$ cat config.mk
export PLATFORM = sky130hd
export DESIGN_NAME = i2c_sensor_register_file
export DESIGN_NICKNAME = d
export VERILOG_FILES = /design/src/rtl/isrf_pkg.sv /design/src/rtl/isrf_ctrl.sv /design/src/rtl/isrf_datapath.sv /design/src/rtl/i2c_sensor_register_file.sv
export SDC_FILE = /design/constraint.sdc
export NUM_CORES = 1
export LEC_CHECK = 0
export BUFFER_PORTS_ARGS = -buffer_cell sky130_fd_sc_hd__buf_2
export CAP_MARGIN = 20
export CORE_MARGIN = 1.5
export CORE_UTILIZATION = 55
export CTS_BUF_LIST = sky130_fd_sc_hd__clkbuf_4 sky130_fd_sc_hd__clkbuf_8
export DETAILED_ROUTE_END_ITERATION = 10
export PLACE_DENSITY = 0.71
export SLEW_MARGIN = 40
export SYNTH_ARGS = -nofsm -noshare
export SYNTH_HDL_FRONTEND = slang
export SYNTH_SLANG_ARGS = --single-unit
$ cat constraint.sdc
create_clock -name clk_i -period 6.5 [get_ports clk_i]
set_input_delay 0.65 -clock clk_i [delete_from_list [all_inputs] [get_ports clk_i]]
set_output_delay 0.65 -clock clk_i [all_outputs]
set_load 0.01 [all_outputs]
$ cat src/rtl/isrf_pkg.sv
// ----------------------------------------------------------------------------
// Sensor register file package
// Shared opcodes, register addresses, reset values and control types.
// ----------------------------------------------------------------------------
`timescale 1ns / 1ps

package isrf_pkg;

  // Bus operations carried by one request.
  typedef enum logic [1:0] {
    OP_START = 2'd0,
    OP_WRITE = 2'd1,
    OP_READ  = 2'd2
  } op_e;

  typedef enum logic [1:0] {
    ST_IDLE,
    ST_EXEC,
    ST_DONE
  } state_e;

  // Commands from the controller to the datapath.
  typedef struct packed {
    logic load;
    logic exec;
    logic respond;
  } cmd_t;

  localparam logic [7:0] ADDR_CTRL1   = 8'h10;
  localparam logic [7:0] ADDR_CTRL5   = 8'h14;
  localparam logic [7:0] ADDR_STATUS  = 8'h25;
  localparam logic [7:0] ADDR_Z_LOW   = 8'h2c;
  localparam logic [7:0] ADDR_Z_HIGH  = ADDR_Z_LOW + 8'h01;
  localparam logic [7:0] ADDR_IDENT   = 8'h43;
  localparam logic [7:0] IDENT_VALUE  = 8'h45;
  localparam logic [7:0] Z_HIGH_VALUE = 8'h40;
  localparam int unsigned SOFT_RESET_BIT = 5;
  localparam logic [7:0] RATE_MASK    = 8'hf0;
  localparam logic [7:0] READY_FLAG   = 8'h01;

  // Power-on contents of a register.
  function automatic logic [7:0] reset_value(input logic [7:0] addr);
    logic [7:0] val;
    val = 8'h00;
    if (addr == ADDR_IDENT) begin
      val = IDENT_VALUE;
    end else if (addr == ADDR_Z_HIGH) begin
      val = Z_HIGH_VALUE;
    end
    return val;
  endfunction

endpackage

$ cat src/rtl/isrf_ctrl.sv
// ----------------------------------------------------------------------------
// Sensor register file controller
// Sequences one request through execute and response cycles.
// ----------------------------------------------------------------------------
`timescale 1ns / 1ps

module isrf_ctrl (
  input  logic          clk_i,
  input  logic          rst_ni,
  input  logic          start,
  output logic          busy,
  output logic          done_o,
  output isrf_pkg::cmd_t cmd_o
);
  import isrf_pkg::*;

  state_e state_q, state_d;

  always_ff @(posedge clk_i or negedge rst_ni) begin
    if (!rst_ni) begin
      state_q <= ST_IDLE;
    end else begin
      state_q <= state_d;
    end
  end

  always_comb begin
    state_d       = state_q;
    busy          = 1'b0;
    done_o        = 1'b0;
    cmd_o.load    = 1'b0;
    cmd_o.exec    = 1'b0;
    cmd_o.respond = 1'b0;
    case (state_q)
      ST_IDLE: begin
        if (start) begin
          cmd_o.load = 1'b1;
          state_d    = ST_EXEC;
        end
      end
      ST_EXEC: begin
        busy       = 1'b1;
        cmd_o.exec = 1'b1;
        state_d    = ST_DONE;
      end
      ST_DONE: begin
        // The response is registered, so a new request may enter now.
        done_o        = 1'b1;
        cmd_o.respond = 1'b1;
        if (start) begin
          cmd_o.load = 1'b1;
          state_d    = ST_EXEC;
        end else begin
          state_d = ST_IDLE;
        end
      end
      default: begin
        state_d = ST_IDLE;
      end
    endcase
  end

endmodule

$ cat src/rtl/isrf_datapath.sv
// ----------------------------------------------------------------------------
// Sensor register file datapath
// Register memory with valid bits, pointer, pending flag and read response.
// ----------------------------------------------------------------------------
`timescale 1ns / 1ps

module isrf_datapath #(
  parameter int unsigned REG_COUNT = 96
) (
  input  logic           clk_i,
  input  logic           rst_ni,
  input  isrf_pkg::cmd_t cmd_i,
  input  logic [1:0]     op_i,
  input  logic [7:0]     data_i,
  output logic [7:0]     read_data_o
);
  import isrf_pkg::*;

  localparam int unsigned AW = $clog2(REG_COUNT);

  op_e         op_q;
  logic [7:0]  data_q;
  logic [7:0]  ptr_q;
  logic        pend_q;
  logic        rate_q;
  logic [REG_COUNT-1:0] vld_q;
  logic [7:0]  mem [REG_COUNT];

  logic [7:0]  mem_q;
  logic [7:0]  dflt_q;
  logic        hit_q;
  logic        sel_q;
  logic        ready_q;

  logic [AW-1:0] idx;
  logic          in_range;
  logic          wr_ok;
  logic          soft_rst;
  logic          wr_en;
  logic [7:0]    rd_val;

  assign idx      = ptr_q[AW-1:0];
  assign in_range = ({1'b0, ptr_q} < 9'(REG_COUNT));
  assign wr_ok    = cmd_i.exec && (op_q == OP_WRITE) && !pend_q && in_range;
  assign soft_rst = wr_ok && (ptr_q == ADDR_CTRL1) && data_q[SOFT_RESET_BIT];
  assign wr_en    = wr_ok && !soft_rst && (ptr_q != ADDR_IDENT);

  always_ff @(posedge clk_i) begin
    if (cmd_i.load) begin
      op_q   <= op_e'(op_i);
      data_q <= data_i;
    end
  end

  always_ff @(posedge clk_i or negedge rst_ni) begin
    if (!rst_ni) begin
      ptr_q  <= 8'h00;
      pend_q <= 1'b1;
    end else if (cmd_i.exec) begin
      case (op_q)
        OP_START: begin
          pend_q <= 1'b1;
        end
        OP_WRITE: begin
          if (pend_q) begin
            ptr_q  <= data_q;
            pend_q <= 1'b0;
          end else if (in_range) begin
            ptr_q <= ptr_q + 8'd1;
          end
        end
        OP_READ: begin
          ptr_q <= ptr_q + 8'd1;
        end
        default: begin
        end
      endcase
    end
  end

  // Valid bits: an entry that was never written since the last reset reads
  // as its power-on value. The rate flag mirrors control register 5.
  always_ff @(posedge clk_i or negedge rst_ni) begin
    if (!rst_ni) begin
      vld_q  <= '0;
      rate_q <= 1'b0;
    end else if (soft_rst) begin
      vld_q  <= '0;
      rate_q <= 1'b0;
    end else if (wr_en) begin
      vld_q[idx] <= 1'b1;
      if (ptr_q == ADDR_CTRL5) begin
        rate_q <= |(data_q & RATE_MASK);
      end
    end
  end

  always_ff @(posedge clk_i) begin
    if (wr_en) begin
      mem[idx] <= data_q;
    end
  end

  always_ff @(posedge clk_i) begin
    if (cmd_i.exec && (op_q == OP_READ) && in_range) begin
      mem_q <= mem[idx];
    end
  end

  always_ff @(posedge clk_i) begin
    if (cmd_i.exec) begin
      sel_q   <= (op_q == OP_READ) && in_range;
      hit_q   <= in_range && vld_q[idx];
      dflt_q  <= reset_value(ptr_q);
      ready_q <= (ptr_q == ADDR_STATUS) && rate_q;
    end
  end

  always_comb begin
    rd_val = hit_q ? mem_q : dflt_q;
    if (ready_q) begin
      rd_val = rd_val | READY_FLAG;
    end
    read_data_o = (cmd_i.respond && sel_q) ? rd_val : 8'h00;
  end

endmodule

$ cat src/rtl/i2c_sensor_register_file.sv
// ----------------------------------------------------------------------------
// I2C sensor register file
// Byte register file with auto-incrementing pointer for an accelerometer.
// ----------------------------------------------------------------------------
// A request is taken when start is high and busy is low. Every request, of
// any kind, produces exactly one response, which follows its execute cycle:
// done_o is high for one cycle with read_data_o, which carries the register
// byte for a read and zero otherwise. The receiver cannot stall, so the
// response must be captured in that cycle. The execute cycle holds busy high;
// in the response cycle busy is low again, so a new request can be taken in
// the response cycle but not in the execute cycle. A start-of-write request
// makes the next written byte load the pointer; later written bytes store to
// the addressed register and advance the pointer while it is below REG_COUNT.
// Reads always advance the pointer with 8-bit wrap and return zero beyond
// REG_COUNT. The identity register ignores writes, setting the soft-reset bit
// of control register 1 restores the power-on contents through per-entry
// valid bits, and the status register reports data-ready while the rate
// field of control register 5 is nonzero. No clearing pass is needed after
// reset.
// ----------------------------------------------------------------------------
`timescale 1ns / 1ps

module i2c_sensor_register_file #(
  parameter int unsigned REG_COUNT = 96
) (
  input  logic       clk_i,
  input  logic       rst_ni,
  input  logic       start,
  output logic       busy,
  input  logic [1:0] op_i,
  input  logic [7:0] data_i,
  output logic       done_o,
  output logic [7:0] read_data_o
);
  import isrf_pkg::*;

  // Commands from the sequencer to the register datapath.
  cmd_t cmd;

  isrf_ctrl u_ctrl (
    .clk_i  (clk_i),
    .rst_ni (rst_ni),
    .start  (start),
    .busy   (busy),
    .done_o (done_o),
    .cmd_o  (cmd)
  );

  isrf_datapath #(
    .REG_COUNT (REG_COUNT)
  ) u_dp (
    .clk_i       (clk_i),
    .rst_ni      (rst_ni),
    .cmd_i       (cmd),
    .op_i        (op_i),
    .data_i      (data_i),
    .read_data_o (read_data_o)
  );

endmodule

==> metrics.md, run 1 <==
| Metric | Value |
|---|---|
| Min Hold Slack | between 0.04 and 0.05 ns |
| Grt ovf | 0 |
| Pin count of the biggest net entering global routing | 67 |
| Main combinational cell family by area after synthesis | compound AO/OA/AOI/OAI gates |
| Fill cell count | 4558 |
| CP Launch Type | register |
| Wire per inst | ~31 um |
| Post-CTS Hold Buffers | 7 |
| Sink Count | 899 |
| Multiplexer area fraction after synthesis | 8.27% |
| Period utilization | ~66% |
| Die X | between 200 and 300 um |
| Total number of vias | about 22000 |
| Post-synthesis sequential area ratio | between 70 and 80% |
| Synth Area in Compound Gates | 11.3% |
| Main synth FF type | edfxtp_1 |
| Area after DPL | roughly 0.037 sq mm |
| Full die area | ~0.066 sq mm |
| Hold/Removal Path Class | input port to register |
| Setup TNS | 0 ns |
| Slew @ Worst Pin | a little under 1 ns |
| Initial core utilization | 55.5% |
| Synth Warn # | 0 |
| Max Root-Sink Buffers | 3 |
| DRC viols | 0 |
| Total Wirelength | a little over 100 mm |
| Register bit total from synthesis | 899 |
| Final Max Tran Viols | 0 |
| Met3 WL | approximately 13 mm |
| Post-CTS setup buffer count | 0 |
| RSZ-0062 raised after global routing | false |
| Initial antenna violation count | 4 |
| Fmax | roughly 230 MHz |
| Remaining antenna violation count after routing | 0 |
| PD cells | about 410 mW/mm^2 |
| Commonest non-fill, non-tap cell in the layout | edfxtp_1 |
| Mapped Cells | 2182 |
| Aggregate global-route resource usage | a little over 30% |
| CTS tree | yes |
| CP max FO | 46 |
| I/O pin total | 23 |
| Clk root buf | clkbuf_8 |
| Clock period minus worst slack | roughly 4.3 ns |
| Via/cell ratio | 6.79 |
| Pleak | 13.3 nW |
| HPWL Detailed | between 60 and 70 mm |
| Max VDD drop | roughly 0.00032 V |
| Critical Path Sink Type | register |
| Core area | approximately 0.064 sq mm |
| Final hold vios | 0 |
| Post-Syn Area per Cell | 16.4 sq um |
| Layout cells sized above 1 | 21.4% |
| Routed met1 length | 37.1 mm |
| Uppermost routed layer | met5 |
| Gpl congestion | between 0.9 and 1 |
| Drt pass-1 iters | 8 |
| Critical path class | register to register |
| Max-cap viol count | 0 |
| Crit path DAT | 4.93 ns |
| Number of flops mapped to enable cells by yosys | ~800 |
| WP data required | between 7 and 8 ns |
| Iter 0 DRT Violations | 3728 |
| Mapped Area | roughly 0.036 sq mm |
| CTS resizes | 0 |
| First-pass GRT wire length | 147 mm |
| Simple-Gate Fraction of Synth Area | under 10% |
| Wire length on met2 | approximately 46 mm |
| Final instance area | 0.0398 sq mm |
| Total CTS buffers | around 140 |
| Number of global-route vias before repair | 21600 |
| Worst skew pair latency | around 0.80 ns |
| Worst relative slew slack | between 30 and 40% |
| Async set-reset flop share out of synthesis | 12.0% |
| # nets final | between 2000 and 2500 |
| # port buffers | 22 |
| Die Y-Extent | between 200 and 300 um |
| Adder-cell share of the synthesized area | less than 1% |
| Area grow syn2layout | 11.3% |
| Status | completed |
| Most frequent cells in the layout | edfxtp_1, clkbuf_8, mux2i_1 |
| Post-synthesis xor/xnor area fraction | 0% |
| Core Rows | slightly above 90 |
| H-tree levels | 4 |
| Final setup vio count | 0 |
| Post-synthesis net count | roughly 2200 |
| Synth cell types | 69 |
| CTS clock-pin slew for the worst setup and hold paths | approximately 0.060 ns |
| Worst clock skew | ~0.03 ns |
[layer usage]
layer	vias to the layer above	GRT usage, %
li1	8933	-
met1	11000	41.8
met2	1748	46.3
met3	323	8.85
met4	4	14.6
met5	-	0
[kinds of logic (layout without fill, tap and decap cells)]
| group | Yosys count | count (layout) |
|---|---|---|
| buf+inv | 164 | 360 |
| fa+ha+maj | 6 | 6 |
| flops | 899 | 899 |
| simple gates | 317 | 317 |
| mux | 242 | 242 |
| other cells | 0 | 2 |
| compound gates | 554 | 554 |
[state kept, by name, indices dropped and copies added, names as in the netlist, 2 cells and up]
| signal | cells |
|---|---|
| u_dp.vld_q | 96 |
| u_dp.mem | 768 |
| u_dp.data_q | 8 |
| u_dp.mem_q | 8 |
| u_ctrl.state_q | 2 |
| u_dp.op_q | 2 |
| u_dp.dflt_q | 2 |
| u_dp.ptr_q | 8 |
[power breakdown]
group,total (mW),switching [mW],internal [mW]
Combinational,5.08,3.49,1.59
Clock,4.69,2.14,2.55
Sequential,6.68,0.269,6.41
Total,16.5,5.90,10.6
[critical path, stage by stage, from the launching register on]
cell and delay (ns):
dfrtp_4 0.87, buf_4 0.54, and2b_2 0.58, buf_4 0.56
a221oi_1 0.19, o21ai_0 0.40, o211ai_1 0.30, o21ai_0 0.36
a22o_1 0.24
[through the flow]
stage                     power, mW  std cells  util, %  setup WS, ns
after floorplan                9.70       2182        -          3.12
after global placement         11.5       2973     57.0          2.36
after detailed placement       11.6       2973     57.2          2.39
after CTS                      16.2       3233     61.6          2.37
after global routing           16.8       3234     61.8          2.19
final                          16.5       3235     61.8          2.22
[layout make-up]
| cell class | instances | area [sq um] | area share, % |
|---|---|---|---|
| sequential | 899 | 26500 | 66.6 |
| timing repair buffer | 93 | 671 | 1.69 |
| multi-input combinational | 1119 | 8700 | 21.9 |
| inverter | 14 | 52.6 | 0.132 |
| clock inverter | 36 | 179 | 0.450 |
| antenna | 2 | 5.00 | 0.0126 |
| clock buffer | 217 | 2610 | 6.55 |
| tap | 855 | 1070 | 2.69 |
[worst paths after layout]
check | from | end | slack [ns] | cells past startpoint
max | u_dp.ptr_q[1] | u_dp.mem_q[2] | 2.22 | 8
min | data_i[1] | u_dp.data_q[1] | 0.05 | 1
max reg2reg | u_dp.ptr_q[1] | u_dp.mem_q[2] | 2.22 | 8
min reg2reg | u_ctrl.state_q[1] | u_ctrl.state_q[1] | 0.45 | 1
max in group asynchronous | rst_ni | u_dp.vld_q[65] | 4.44 | 4
min in group asynchronous | rst_ni | u_dp.vld_q[80] | 0.40 | 2
[synth_stat cells, drive strengths merged (11+ instances only)]
library cell | number | area [sq um]
a21oi | 64 | 320
a221o | 16 | 160
a221oi | 93 | 815
a22o | 11 | 96.3
a22oi | 75 | 563
a31oi | 15 | 93.8
buf | 88 | 484
clkbuf | 62 | 233
dfrtp | 107 | 2680
edfxtp | 791 | 23800
inv | 13 | 48.8
mux2 | 66 | 743
mux2i | 140 | 1400
mux4 | 36 | 811
nand2 | 91 | 342
nand3 | 13 | 65.1
nor2 | 141 | 534
nor3 | 12 | 60.1
o21a | 97 | 728
o21ai | 66 | 330
o221ai | 24 | 210
o22ai | 40 | 250
(Power assumes the default switching activity.)
==> run 2: changes to the inputs <==
Settings changed: ABC_AREA set to 1, PLACE_DENSITY 0.71 to 0.73.
Clock period 6.5 ns to 3.5 ns, I/O delays scaled along.
==> metrics.md, run 2 <==
| Metric | Value |
|---|---|
| Status | completed |
| Iter 0 DRT Violations | 3122 |
| Worst clock skew | roughly 0.03 ns |
| Synth top cells by count | nand2_1, edfxtp_1, nor2_1 |
| Reg-to-reg endpoint | u_dp.vld_q[76] |
| Max VDD drop | 0.000814 V |
| Top-count cell post-synth | nand2_1 |
| WP data required | around 3.2 ns |
| CTS clock-pin slew for the worst setup and hold paths | approximately 0.06 ns |
| Area grow syn2layout | 11.9% |
| Initial antenna violation count | 2 |
| Layout Utilization | between 60% and 70% |
| Clk root buf | clkbuf_8 |
| Area leader, netlist | edfxtp_1 |
| Total Wirelength | 99.0 mm |
| Fmax | about 340 MHz |
| Pleak | roughly 17 nW |
| Sink Count | ~900 |
| CP max FO | 8 |
| Top cell type's share of synthesized area | around 63% |
| CP Launch Type | register |
| Final Max Tran Viols | 0 |
| HPWL Detailed | roughly 57 mm |
| Slew @ Worst Pin | slightly below 1 ns |
| Biggest regs | u_dp.mem: 768 flops, u_dp.vld_q: 96 flops |
| Largest register FFs | 768 |
| Hold/Removal Path Class | input port to async pin |
| Final setup vio count | 0 |
| Post-Syn Area per Cell | between 10 and 15 sq um |
| Full die area | roughly 0.07 sq mm |
| Main synth FF type | edfxtp_1 |
| Final hold vios | 0 |
| Drt pass-1 iters | 6 |
| I/O pin total | 23 |
| Mapped Area | 0.0379 sq mm |
| Most flops, register | u_dp.mem |
| Register bit total from synthesis | roughly 900 |
| Die Y-Extent | between 200 and 300 um |
| Max-cap viol count | 0 |
| Wire per inst | 20.7 um |
| Async set-reset flop share out of synthesis | between 10% and 20% |
| # nets final | roughly 3800 |
| Die X | about 270 um |
| Max Root-Sink Buffers | 3 |
| Mapped Cells | between 3000 and 4000 |
| CTS resizes | 0 |
| Clock period minus worst slack | between 2 and 3 ns |
| RSZ-0062 raised after global routing | false |
| Core area | ~0.07 sq mm |
| Commonest non-fill, non-tap cell in the layout | nand2_1 |
| Aggregate global-route resource usage | between 20% and 30% |
| Post-synthesis sequential area ratio | roughly 70% |
| Setup TNS | 0 ns |
| Via/cell ratio | around 5.6 |
| H-tree levels | 4 |
| Total CTS buffers | 146 |
| Remaining antenna violation count after routing | 0 |
| Critical path class | register to output pin |
| Worst skew pair latency | 0.80 ns |
| Number of flops mapped to enable cells by yosys | about 800 |
| Ranking of synthesized cells by area | edfxtp_1, nand2_1, dfrtp_1 |
| CTS tree | yes |
| Reg2Reg Launch Point | u_dp.ptr_q[1] |
| Gpl congestion | roughly 1 |
| DRC viols | 0 |
| # port buffers | 22 |
| Period utilization | between 80% and 90% |
| Cell depth of the worst flop-to-flop path | 10 |
| Worst relative slew slack | 34.7% |
| R2r setup slk | about 0.59 ns |
| Layout cells sized above 1 | a little under an eighth |
| Crit path DAT | 2.61 ns |
| Most frequent cells in the layout | nand2_1, edfxtp_1, nor2_1 |
| Critical Path Sink Type | output pin |
| Initial core utilization | between 50% and 60% |
| Synth cell types | 34 |
| PD cells | about 700 mW/mm^2 |
| Number of global-route vias before repair | ~26000 |
| Pin count of the biggest net entering global routing | 138 |
| Core Rows | 96 |
| Fill cell count | between 5000 and 6000 |
| Post-synthesis net count | approximately 3700 |
| Grt ovf | 0 |
| Synth Warn # | 0 |
| First-pass GRT wire length | about 150 mm |
| Total number of vias | 26800 |
-- run 2: cell count changes after synthesis, moves of 97 or more --
cell | previous run | this run
nand2_1 | 91 | 1615
nor2_1 | 139 | 337
a21oi_1 | 64 | 238
mux2i_1 | 140 | 0
o21a_1 | 97 | 0
-- run 2: cells by family after synthesis --
logic type,after synthesis,synth area share (%)
buffers and inverters,317,3.58
xor gates and xnor gates,2,0.0463
AOI/OAI and AO/OA,395,5.27
adders and majority gates,6,0.198
DFF,899,69.8
and+or+nand+nor,2052,21.1
-- run 2: final cells by class --
cell class,count,area [sq um],share of cell area (%)
antenna,1,2.50,0.00590
clock buffer,216,2560,6.04
clock inverter,49,323,0.762
inverter,128,494,1.17
multi-input combinational,2455,10100,23.9
sequential,899,26500,62.4
tap,882,1100,2.60
timing repair buffer,148,1320,3.11
-- run 2: worst max path at each step --
stage / start / endpoint / depth (start not counted)
5_1_grt: u_dp.ptr_q[1] / u_dp.mem[28][1] / 6
6_report: u_ctrl.state_q[0] / read_data_o[2] / 4
2_1_floorplan: u_dp.data_q[5] / u_dp.vld_q[25] / 9
3_5_place_dp: u_dp.ptr_q[1] / u_dp.mem[60][4] / 6
4_1_cts: u_ctrl.state_q[0] / read_data_o[6] / 4
3_3_place_gp: u_dp.ptr_q[1] / u_dp.mem[60][6] / 6
-- run 2: timing repair --
action	CTS	global route
buffers inserted	0	0
hold buffers	12	0
endpoints found under the hold margin	54	0
-- run 2: where the power goes --
part | switching [mW] | leakage (nW) | total, mW | internal, mW
clock | 4.16 | 1.53 | 8.95 | 4.80
sequential | 0.285 | 8.59 | 12.2 | 11.9
combinational | 6.86 | 6.92 | 9.20 | 2.34
total | 11.3 | 17.0 | 30.4 | 19.0
-- run 2: worst max-delay path, stage by stage (launching register included) --
cell and delay [ns]:
dfrtp_1 0.42, nor2_1 0.38, nand2_1 0.33, a21oi_1 0.46, buf_2 0.22
-- run 2: per-stage QoR --
step	cell area [sq um]	hold slack [ns]	power [mW]	std cells	setup WS [ns]
2_1_floorplan	37900	0.0544	18.1	3671	0.861
3_3_place_gp	39300	0.461	21.3	4497	0.677
3_5_place_dp	39300	0.464	21.4	4500	0.645
4_1_cts	42300	0.133	30.3	4777	0.553
5_1_grt	42400	0.231	31.7	4778	0.507
6_report	42400	0.184	30.4	4778	0.539
-- run 2: layer usage --
metal  vias to the layer above  track usage [%]  routed length [um]  share of wire [%]
li1                      12400                -                   -                  -
met1                     12800             38.6               39300                 40
met2                      1385             44.8               46300                 47
met3                       255             5.05                9200                9.3
met4                         0             14.3                4250                4.3
met5                         -                0                   0                  0
